<file path="src/rtl/core/vhc_pkg.sv">
// shared types and constants for the velocity-to-colour block
// no dependencies
package vhc_pkg;

  localparam int CORDIC_STEPS = 14;
  localparam int QDEPTH       = 4;
  localparam int QPTR_BITS    = 2;

  // hue sectors of the six-sector rule
  typedef enum logic [2:0] {
    SEC_RED_RISE_G  = 3'd0,
    SEC_GREEN_RISE_R = 3'd1,
    SEC_GREEN_RISE_B = 3'd2,
    SEC_BLUE_RISE_G  = 3'd3,
    SEC_BLUE_RISE_R  = 3'd4,
    SEC_RED_RISE_B   = 3'd5
  } sector_t;

  typedef struct packed {
    logic full;
    logic empty;
  } vhc_q_stat_t;

  // atan(2^-i) in 1/65536 turn
  function automatic logic [15:0] atan_turn(input int i);
    logic [15:0] r;
    case (i)
      0:       r = 16'd8192;
      1:       r = 16'd4836;
      2:       r = 16'd2555;
      3:       r = 16'd1297;
      4:       r = 16'd651;
      5:       r = 16'd326;
      6:       r = 16'd163;
      7:       r = 16'd81;
      8:       r = 16'd41;
      9:       r = 16'd20;
      10:      r = 16'd10;
      11:      r = 16'd5;
      12:      r = 16'd3;
      13:      r = 16'd1;
      default: r = 16'd0;
    endcase
    return r;
  endfunction

endpackage

</file>
<file path="src/rtl/core/vhc_fifo.sv">
// short queue between front and back end
// depends on vhc_pkg
module vhc_fifo #(
  parameter int QW = 8
) (
  input  logic               clk,
  input  logic               rst,
  input  logic               push,
  input  logic [QW-1:0]      wdata,
  input  logic               pop,
  output logic [QW-1:0]      rdata,
  output vhc_pkg::vhc_q_stat_t stat
);
  logic [QW-1:0] mem [0:vhc_pkg::QDEPTH-1];
  logic [vhc_pkg::QPTR_BITS-1:0] wptr, rptr;
  logic [vhc_pkg::QPTR_BITS:0]   count;

  assign stat.full  = (count == (vhc_pkg::QPTR_BITS+1)'(vhc_pkg::QDEPTH));
  assign stat.empty = (count == '0);
  assign rdata      = mem[rptr];

  always_ff @(posedge clk) begin
    if (push) begin
      mem[wptr] <= wdata;
    end
  end

  always_ff @(posedge clk) begin
    if (rst) begin
      wptr  <= '0;
      rptr  <= '0;
      count <= '0;
    end else begin
      if (push) wptr <= wptr + 1'b1;
      if (pop)  rptr <= rptr + 1'b1;
      case ({push, pop})
        2'b10:   count <= count + 1'b1;
        2'b01:   count <= count - 1'b1;
        default: count <= count;
      endcase
    end
  end
endmodule

</file>
<file path="config.mk">
export PLATFORM = sky130hd
export DESIGN_NAME = vhc_fifo
export DESIGN_NICKNAME = d
export VERILOG_FILES = /design/src/rtl/core/vhc_pkg.sv /design/src/rtl/core/vhc_fifo.sv
export SDC_FILE = /design/constraint.sdc
export NUM_CORES = 1
export LEC_CHECK = 0
export BUFFER_PORTS_ARGS = -buffer_cell sky130_fd_sc_hd__buf_2
export CORE_ASPECT_RATIO = 1.5
export CORE_MARGIN = 8
export CORE_UTILIZATION = 45
export DETAILED_ROUTE_END_ITERATION = 8
export GPL_ROUTABILITY_DRIVEN = 0
export PLACE_DENSITY = 0.72
export SETUP_SLACK_MARGIN = 0.5
export SYNTH_ARGS = -nofsm -noshare
export SYNTH_HDL_FRONTEND = slang
export SYNTH_SLANG_ARGS = --single-unit
</file>
<file path="constraint.sdc">
create_clock -name clk -period 1.56 [get_ports clk]
set_clock_uncertainty 0.05 [all_clocks]
set_input_delay 0.156 -clock clk [delete_from_list [all_inputs] [get_ports clk]]
set_output_delay 0.156 -clock clk [all_outputs]
set_load 0.005 [all_outputs]
</file>
==> results_dict.tcl <==
set metrics [dict create \
    io_pins 22 \
    finalCriticalPeriod_ns 1.618 \
    critPathLaunchType "flip-flop" \
    cp_top_family "multiplexers" \
    grt_max_degree 13 \
    rsz0062_at_grt "yes" \
    clock_latency_ns 0.29 \
    grt_overflow_total 0 \
    io_buffers 21 \
    irDropWorstVdd_mv 0.7953 \
    start_util_pct 47.04 \
    postRouteAntennaNets 0 \
    yosys_warnings 0 \
    layout-drive-gt1-share_pct 52.50 \
    core_um2 3383 \
    synthDistinctLibCells 20 \
    worst-path-stages 2 \
    finalNetCount 137 \
    floorplan.rows 26 \
    syn_to_final_growth_pct 24.37 \
    fmax_mhz 617.9 \
    drc_errors 0 \
    slew_violations 0 \
    cts-root-buf "clkbuf_8" \
    synth_area_um2 1592 \
    synth_sequential_area_ratio_pct 71.70 \
    cts_tree "done" \
    slowest_delay_ns 0.54 \
    wire_per_inst_um 16.20 \
    die_h_um 88.84 \
    worstMarginPinSlew_ns 0.3843 \
    grt_pass1_wl_mm 4.271 \
    crit_path_max_fanout 8 \
    fin_util_pct 58.51 \
    finalWorstSetupSlack_ns -0.05840 \
    cts_sinks 41 \
    wirelength_mm 2.625 \
    crit_type "flip-flop to primary output" \
    cpMaxStageDelayCell "mux4_2" \
    synthDominantCellAreaShare_pct 60.38 \
    slew_headroom_pct 74.34 \
    power_density_nw_per_um2 1159 \
    r2r-end "count[2]$_SDFFE_PP0P_" \
    setup_viol 8 \
    cp_cell_sequence "mux4_2 > buf_6" \
    ys_ff_latch 41 \
    end_kind "primary output" \
    worst-r2r-cell-count 5 \
    syn-mean-instance-area_um2 17.88 \
    maxCapViolations 0 \
    violations "negative setup slack" \
    outcome "finished with violations" \
    dieArea_um2 5735 \
    antenna_found_initial 0 \
    grt_usage_pct 10.25 \
    path_buf_inv 1 \
    clk_pin_slew_ns 0.07 \
    r2r_start "count[1]$_SDFFE_PP0P_" \
    antenna_cells 0 \
    yosys.area.top_type "edfxtp_1" \
    r2r_slack_ns 0.09 \
    synth_nets 107 \
    crit_arrival_ns 1.41 \
    power_mw 2.295 \
    grt_pass1_vias 907 \
    total_leakage_power_nw 0.7053 \
    critPathRequiredTime_ns 1.35 \
    dp_hpwl_mm 1.762 \
    clockBufferDepth 2 \
    via_per_inst 5.074 \
    drt_pass1_iterations 4 \
    vias 822 \
    die_x_um 64.56 \
    dp_slack_ns -0.05337 \
    period_share_pct 103.7 \
    cts.htree.levels 2 \
    critPathCapture "rdata[4]" \
    ctsHoldBuffers 0 \
    hold_class "primary input to flip-flop" \
    n_fill_cell 278 \
    hold_viol 0 \
    cts_buffers 5 \
    drt_iter0_markers 21 \
    netlist_instances 89 \
    synthTopCellsByArea "edfxtp_1, dfxtp_1, mux4_2" \
]
==> per-stage QoR <==
stage / instances / cell area, um2 / hold WS, ns / TNS, ns
6_report: 162 / 1979 / 0.02958 / -0.2786
5_1_grt: 162 / 1979 / 0.01676 / -0.7608
4_1_cts: 162 / 1966 / 0.01873 / -0.4722
3_5_place_dp: 150 / 1754 / 0.3260 / -0.05337
3_3_place_gp: 150 / 1754 / 0.3158 / 0
2_1_floorplan: 89 / 1609 / 0.2049 / 0
==> repair_timing <==
action	4_1_cts	5_1_grt
endpoints found under the setup margin	45	44
pin swaps	6	4
buffers inserted	4	0
gates resized for setup	24	3
==> report_power, final <==
part           total [mW]  switching (mW)  internal (mW)
Clock               0.684           0.334          0.350
Combinational       0.312           0.134          0.178
Sequential           1.30          0.0518           1.25
Total                2.29           0.520           1.78
==> synth_stat cells <==
| cell type | number |
|---|---|
| mux4_2 | 8 |
| and2_1 | 4 |
| ha_1 | 5 |
| fa_1 | 1 |
| a21oi_1 | 2 |
| clkbuf_1 | 1 |
| nor2_1 | 8 |
| inv_1 | 6 |
| xor2_1 | 3 |
| nand2_1 | 1 |
| clkbuf_2 | 1 |
| or3_1 | 1 |
| nor3_1 | 1 |
| xnor2_1 | 2 |
| dfxtp_1 | 9 |
| mux2i_1 | 1 |
| buf_6 | 1 |
| edfxtp_1 | 32 |
| and3_1 | 1 |
| o21ai_0 | 1 |
==> sequential cells by signal, summed over array words and instances, names as in the netlist, named ones only <==
| name | cells |
|---|---|
| rptr | 2 |
| count | 3 |
| mem | 32 |
| wptr | 2 |
==> worst min path at each step <==
stage | depth (start not counted) | from | end | slack [ns]
final | 1 | wdata[5] | mem[1][5]$_DFFE_PP_ | 0.03
after global routing | 1 | wdata[3] | mem[2][3]$_DFFE_PP_ | 0.02
after CTS | 1 | wdata[3] | mem[0][3]$_DFFE_PP_ | 0.02
after detailed placement | 1 | wdata[0] | mem[0][0]$_DFFE_PP_ | 0.33
after global placement | 1 | wdata[3] | mem[0][3]$_DFFE_PP_ | 0.32
after floorplan | 0 | wdata[0] | mem[0][0]$_DFFE_PP_ | 0.20
==> cell type report <==
type	instances	area [um2]	area share, %
Sequential cell	41	1155	58.34
Multi-Input combinational cell	39	486.7	24.59
Timing Repair Buffer	26	166.4	8.407
Clock buffer	6	82.58	4.172
Tap cell	42	52.55	2.655
Inverter	6	27.53	1.391
Clock inverter	2	8.758	0.4425
==> cells by family after synthesis <==
logic type,count (synthesis),share of synthesized area (%)
buffers and inverters,9,2.672
AND/OR/NAND/NOR,16,4.795
multiplexers,9,11.95
flip-flops,41,71.70
AO/OA/AOI/OAI,3,0.9431
adder cells (fa/ha/maj),6,5.189
XOR/XNOR,5,2.752
==> cells in the final DEF, fill, tap and decap left out <==
cell       n
buf_6      5
ha_4       4
nor3_2     1
a21oi_2    1
fa_2       1
and3_4     1
clkinv_2   1
and2_4     4
a21oi_1    1
inv_4      2
nand2_1    1
buf_4      2
dfxtp_2    2
mux2i_1    1
xnor2_1    2
mux4_2     8
o21ai_0    1
dfxtp_1    4
ha_2       1
buf_2     19
clkbuf_8   6
clkinv_1   1
dfxtp_4    3
or3_1      1
nor2_1     8
inv_2      2
xor2_1     3
inv_1      2
edfxtp_1  32
==> worst register-to-register path: cells and delay by family, from the launching register on <==
kind,cells,cell delay [ns]
compound gates,1,0.13
xor+xnor,1,0.15
fa+ha+maj,1,0.36
buf+inv,1,0.05
flops,1,0.34
simple gates,1,0.32
==> layer usage <==
| layer | track usage, % | vias to the layer above | part of all wire, % |
|---|---|---|---|
| met2 | 18.69 | 20 | 56 |
| met4 | 5.976 | 0 | 2.6 |
| met3 | 4.689 | 8 | 7.3 |
| met5 | 0 | - | 0 |
| met1 | 8.927 | 410 | 34 |
| li1 | - | 384 | - |
Power figures use the tool's default switching activity.
