**src/rtl/core/vhc_front.sv**
```systemverilog
// front end: takes a velocity vector, forms magnitudes, axis cases and cordic start
// depends on nothing beyond its ports
module vhc_front #(
  parameter int W  = 16,
  parameter int CW = W + 3,
  parameter int QW = 2 * W + 2 * CW + 17
) (
  input  logic [W-1:0]  vel_x,
  input  logic [W-1:0]  vel_y,
  output logic [QW-1:0] item
);
  logic signed [W-1:0]  x, y;
  logic [W-1:0]         ax, ay;
  logic signed [CW-1:0] cx, cy;
  logic [15:0]          ang;
  logic                 spec;

  always_comb begin
    x    = signed'(vel_x);
    y    = signed'(vel_y);
    ax   = x[W-1] ? (~vel_x + W'(1)) : vel_x;
    ay   = y[W-1] ? (~vel_y + W'(1)) : vel_y;
    cx   = CW'(x);
    cy   = CW'(y);
    ang  = 16'd0;
    spec = 1'b0;
    // axis angles are stored before the half-turn offset added in the back end
    if (y == '0) begin
      spec = 1'b1;
      ang  = x[W-1] ? 16'd32768 : 16'd0;
    end else if (x == '0) begin
      spec = 1'b1;
      ang  = y[W-1] ? 16'd49152 : 16'd16384;
    end else if (x[W-1]) begin
      // fold into right half plane, start at half a turn
      cx  = -CW'(x);
      cy  = -CW'(y);
      ang = 16'd32768;
    end
    item = {spec, ang, cy, cx, ay, ax};
  end
endmodule

```
**config.mk**
```make
export PLATFORM = sky130hd
export DESIGN_NAME = vhc_front
export DESIGN_NICKNAME = d
export VERILOG_FILES = /design/src/rtl/core/vhc_front.sv
export SDC_FILE = /design/constraint.sdc
export NUM_CORES = 1
export LEC_CHECK = 0
export BUFFER_PORTS_ARGS = -buffer_cell sky130_fd_sc_hd__buf_4
export CORE_ASPECT_RATIO = 0.75
export CORE_UTILIZATION = 35
export DETAILED_ROUTE_END_ITERATION = 7
export PLACE_DENSITY_LB_ADDON = 0.25
export RECOVER_POWER = 50
export SYNTH_ARGS = -nofsm -noshare
export SYNTH_HDL_FRONTEND = slang
export SYNTH_SLANG_ARGS = --single-unit
```
**constraint.sdc**
```tcl
create_clock -name vclk -period 2.4
set_input_delay 0.12 -clock vclk [all_inputs]
set_output_delay 0.12 -clock vclk [all_outputs]
set_load 0.01 [all_outputs]
```
==> results of run 1 <==
## synth_stat cells (2+ instances only)
cell type | instances | area share
o311ai_0 | 2 | 0.013
mux2_2 | 2 | 0.016
o31ai_1 | 4 | 0.022
buf_4 | 19 | 0.10
a21oi_1 | 4 | 0.015
nand2_1 | 23 | 0.063
o211ai_1 | 5 | 0.027
nand3_1 | 12 | 0.044
or4_4 | 2 | 0.016
nor2_1 | 9 | 0.025
a31oi_1 | 4 | 0.018
nor3_1 | 4 | 0.015
xnor2_1 | 48 | 0.31
o21ai_0 | 12 | 0.044
nand4b_1 | 3 | 0.019
ha_1 | 3 | 0.027
clkbuf_1 | 11 | 0.030
or3_1 | 4 | 0.018
nor4_1 | 3 | 0.014
xor2_1 | 4 | 0.025
nand2b_1 | 4 | 0.018
inv_1 | 5 | 0.014
nand3b_1 | 3 | 0.016
## worst min-delay path by stage
| stage | start | endpoint | cells past startpoint |
|---|---|---|---|
| after floorplan | vel_x[14] | item[15] | 1 |
| after detailed placement | vel_y[0] | item[51] | 2 |
| after global routing | vel_x[0] | item[32] | 2 |
| after global placement | vel_y[0] | item[51] | 2 |
| final | vel_y[0] | item[51] | 2 |
| after CTS | vel_y[0] | item[51] | 2 |
## final cells by class
| type | instances | share of cell area |
|---|---|---|
| multi-input combinational | 180 | 0.604 |
| timing repair buffer | 109 | 0.352 |
| tap | 52 | 0.0329 |
| inverter | 6 | 0.0114 |
## power by group through the flow
stage,registers (W),clock network (W),logic (W)
after global routing,0,0,0.000488
final,0,0,0.000447
after CTS,0,0,0.000488
after global placement,0,0,0.000482
after floorplan,0,0,0.000258
after detailed placement,0,0,0.000486
## metrics by stage
step                setup slack, ps  cell area (µm²)
finish                          362             1980
detailed placement              393             2100
global route                    132             1980
global placement                416             2100
floorplan                       515             1430
CTS                             384             2100
## logic make-up (layout without fill, tap and decap cells)
logic type / after synthesis / in the layout / synth area share
other: 1 / 14 / 0.00272
AOI/OAI and AO/OA: 34 / 34 / 0.155
and+or+nand+nor: 75 / 75 / 0.303
buffers and inverters: 39 / 115 / 0.165
muxes: 2 / 2 / 0.0164
adders and majority gates: 3 / 3 / 0.0273
xor gates and xnor gates: 52 / 52 / 0.331
## cells in the final DEF, fill, tap and decap left out, drive strengths merged, types with 3 or more instances in the layout
cell / Yosys / routed
xor2: 4 / 4
conb: 1 / 14
o21ai: 12 / 12
a31oi: 4 / 4
nand2: 23 / 23
ha: 3 / 3
nor2: 9 / 9
or3: 4 / 4
o211ai: 5 / 5
nand4b: 3 / 3
inv: 5 / 5
clkbuf: 12 / 33
a21oi: 4 / 4
nand3b: 3 / 3
xnor2: 48 / 48
nand3: 12 / 12
nor3: 4 / 4
or4: 3 / 3
o31ai: 4 / 4
buf: 21 / 76
nand2b: 4 / 4
nor4: 5 / 5
## layer usage
| metal | share of wire | up-vias | global-route usage |
|---|---|---|---|
| met1 | 0.51 | 738 | 0.275 |
| met2 | 0.42 | 57 | 0.291 |
| met5 | 0 | - | 0 |
| met4 | 0 | 0 | 0 |
| met3 | 0.066 | 0 | 0.00898 |
| li1 | - | 859 | - |
==> summary.txt, run 1 <==
Power and ir drop
  – Leakage power: 0.849 nW
  – Pwr/cell area: 226 mW/mm²
  – Sequential share of power: 0
  – Logic pwr share: 1.000
  – Int Pwr: 0.000216 W
  – Net Switching: 0.000231 W
  – VDD IR max: 120 µV
  – Switching share of power: 0.516
  – Clk network pwr share: 0
  – Total chip power: 0.000447 W

STA
  – Fin. Hold Viols: 0
  – Least-Margin Pin Slew: 768 ps
  – Fmax: 491 MHz
  – TNS Setup: 0 ps
  – Tcrit/Tclk final: 0.849
  – Fin. max-slew vios: 0
  – Final min period: 2040 ps
  – RSZ-0062 raised after global routing: no
  – Slew headroom: 0.488
  – Setup-failing EPs final: 0
  – Fin Hold WS: 484 ps

Finish
  – FILL cells: 418
  – Antenna Cells: 0
  – Final core utilization: 0.533
  – Layout cells sized above 1: 0.281
  – Nets: 332
  – Cell Count, Final, Fillers Out: 347
  – Seq_cells: 0
  – Area delta synth->final: 43.5%
  – Register area: 0 µm²
  – Area of the multi-input gates: 0.00119 mm²
  – Number of clock-tree buffers in the layout: 0

Place
  – Dpl cells: 347
  – PortBufs: 105
  – GP Congestion: 0.777
  – Hpwl dp: 3.18 mm

Synth
  – Syn Area/Cell: 6.68 µm²
  – Cells after synthesis: 206
  – Seq/Total Area, Yosys: 0
  – Synth cell types: 39
  – Synthesized area: 0.00138 mm²
  – YS warnings: 0

Worst setup path
  – WS Path Type: in -> out
  – CP startpoint: vel_x[15]
  – Crit path depth: 6
  – WP data arrival: 1920 ps
  – CP max stage cell: clkbuf_2
  – CP startpoint kind: input pin
  – Critical Path End Type: output port
  – CP Buf/Inv Count: 3
  – CP Cell Sequence: clkbuf_2 -> clkinv_1 -> a31oi_1 -> nand2_1 -> xnor2_1 -> buf_4
  – Worst Path Max Fanout: 41
  – Critical Path End: item[40]
  – Worst path top cell family by delay: buffers and inverters
  – CP peak stage delay: 580 ps
  – Critical path required time: 2280 ps

Routing
  – 1st-iter DRT viols: 38
  – Total number of vias: 1,654
  – Vias/cell: 4.77
  – DR pass1 iterations: 4
  – Final antenna-violating net count: 0
  – WL/cell: 11.5 µm
  – DRT Wirelength: 4.00 mm
  – Drt drc: 0

Floorplan
  – Std cell rows: 19
  – Placeable Area: 0.00371 mm²
  – Die width: 74.4 µm
  – Initial cell density of the core: 0.371
  – Die H: 56.3 µm
  – Die area: 0.00419 mm²
  – Top-Level Pins: 119

CTS
  – Post-CTS Setup Inserts: 0
  – CTS hold repair buffers: 0
  – Post_cts resized: 0

Job
  – Max Cap Viol: 0

Global routing
  – Total track usage: 0.179
  – Initial antenna violation count: 0
  – Vias in the first global route: 1,376
  – Gr ovfl total: 0
  – Largest net degree at the start of global routing: 42
  – First-pass GRT wire length: 6.24 mm

Worst hold path
  – HP Class: in -> out

Status
  – Outcome: finished clean
Note: power is estimated with default switching activity, not from simulation.
==> run 2, diff against run 1 <==
- clock period: 2.4 -> 1.7 ns (I/O delays scaled with it)
==> summary.txt, run 2 (synthesized netlist as in run 1, its figures left out) <==
Finish
  – Register area: 0 µm² (unchanged)
  – Layout cells sized above 1: 0.447 (+0.165)
  – Commonest non-fill, non-tap cell in the layout: buf_4
  – Antenna Cells: 0 (unchanged)
  – Seq_cells: 0 (unchanged)
  – Number of clock-tree buffers in the layout: 0 (unchanged)
  – Commonest non-fill, non-tap cells in the layout: buf_4, xnor2_1, nand2_1
  – Design area: 0.00236 mm² (+20%)
  – Final core utilization: 0.637 (+0.105)
  – Area delta synth->final: 71.7%
  – Nets: 355 (+6.9%)

STA
  – Final min period: 1790 ps
  – Fin. max-slew vios: 0 (unchanged)
  – Setup-failing EPs final: 2 (+2)
  – Fmax: 557 MHz
  – Final worst slack: -94.7 ps (-456 ps)
  – Slew headroom: 0.616 (+0.128)
  – Fin. Hold Viols: 0 (unchanged)
  – Tcrit/Tclk final: 1.06
  – RSZ-0062 raised after global routing: yes
  – TNS Setup: -135 ps (-135 ps)
  – Least-Margin Pin Slew: 576 ps (-192 ps)

Power and ir drop
  – VDD IR max: 169 µV (+41%)
  – Switching share of power: 0.481 (-0.0353)
  – Logic pwr share: 1.000 (about the same)
  – Net Switching: 0.000342 W (+48%)
  – Int Pwr: 0.000370 W (+71%)
  – Sequential share of power: 0 (unchanged)
  – Leakage power: 1.08 nW (+27%)
  – Pwr/cell area: 301 mW/mm² (+33%)
  – Clk network pwr share: 0 (unchanged)

Worst setup path
  – WP data arrival: 1710 ps (-210 ps)
  – Worst Path Max Fanout: 2 (-95%)
  – Critical Path End Type: output port
  – WS Path Type: in -> out
  – Critical path required time: 1620 ps (-660 ps)
  – CP startpoint kind: input pin

Worst hold path
  – Hold Path End: item[16]
  – HP Class: in -> out
  – Hold path start: vel_y[0]
  – Worst Hold Path Cells: 2 (unchanged)

Floorplan
  – Top-Level Pins: 119 (unchanged)
  – Initial cell density of the core: 0.371 (unchanged)
  – Std cell rows: 19 (unchanged)
  – Die width: 74.4 µm (unchanged)
  – Placeable Area: 0.00371 mm² (unchanged)
  – Die H: 56.3 µm (unchanged)
  – Die area: 0.00419 mm² (unchanged)

Place
  – PortBufs: 105 (unchanged)
  – Hpwl dp: 3.43 mm (+8.0%)
  – Dpl cell area: 0.00224 mm² (+6.5%)
  – GP Congestion: 0.806 (+3.7%)

Job
  – Max Cap Viol: 0 (unchanged)

Routing
  – DRT Wirelength: 4.56 mm (+14%)
  – WL/cell: 12.3 µm (+6.8%)
  – Total number of vias: 1,760 (+6.4%)
  – 1st-iter DRT viols: 47 (+24%)
  – Final antenna-violating net count: 0 (unchanged)
  – DR pass1 iterations: 4 (unchanged)
  – Drt drc: 0 (unchanged)
  – Vias/cell: 4.76 (-0.21%)

Global routing
  – Largest net degree at the start of global routing: 25 (-40%)
  – Total track usage: 0.195 (+0.0156)
  – Initial antenna violation count: 0 (unchanged)
  – Vias in the first global route: 1,479 (+7.5%)
  – First-pass GRT wire length: 6.84 mm (+9.5%)
  – Gr ovfl total: 0 (unchanged)

Status
  – Outcome: finished with violations
  – Failing checks: negative setup slack
-- run 2: timing repair --
action / CTS / global route
buffers inserted: 0 / 3
pin swaps: 3 / 11
endpoints found under the setup margin: 5 / 33
hold buffers: 0 / 0
hold endpoints to repair: 0 / 0
resized for setup: 3 / 19
cloned: 0 / 2
-- run 2: per-layer routing --
layer	wire, µm	share of wire	up-vias	track usage
li1	-	-	900	-
met1	2110	0.46	785	0.310
met2	2120	0.46	75	0.296
met3	333	0.073	0	0.0162
met4	0	0	0	0.00270
met5	0	0	-	0
-- run 2: worst max-delay path: stages --
cell     delay (ps)
buf_6            90
or4_4           530
or2_4           250
or4_4           520
nor2b_2         120
buf_4           120
-- run 2: final cells by class --
type | count | area [µm²]
Tap cell | 52 | 65.1
Inverter | 6 | 22.5
Timing Repair Buffer | 132 | 1010
Multi-Input combinational cell | 180 | 1270
Fill cell | 362 | 1350
-- run 2: worst max path at each step --
stage / startpoint / endpoint / slack, ps / cells after the start
global placement: vel_x[12] / item[84] / -130 / 6
floorplan: vel_x[9] / item[86] / -40 / 7
CTS: vel_x[9] / item[84] / -120 / 6
detailed placement: vel_x[12] / item[84] / -140 / 6
finish: vel_x[9] / item[84] / -90 / 6
global route: vel_x[9] / item[84] / -120 / 6
-- run 2: power groups by stage --
| stage | Clock (W) | Sequential, W | Combinational (W) |
|---|---|---|---|
| 2_1_floorplan | 0 | 0 | 0.000366 |
| 3_3_place_gp | 0 | 0 | 0.000702 |
| 3_5_place_dp | 0 | 0 | 0.000706 |
| 4_1_cts | 0 | 0 | 0.000711 |
| 5_1_grt | 0 | 0 | 0.000772 |
| 6_report | 0 | 0 | 0.000712 |
-- run 2: metrics by stage --
stage | hold WS [ps] | setup slack (ps) | instances | power, W
after global placement | 384 | -131 | 365 | 0.000702
after CTS | 389 | -122 | 365 | 0.000711
final | 419 | -94.7 | 370 | 0.000712
after detailed placement | 388 | -141 | 365 | 0.000706
after global routing | 423 | -125 | 370 | 0.000772
after floorplan | 224 | -38.0 | 219 | 0.000366
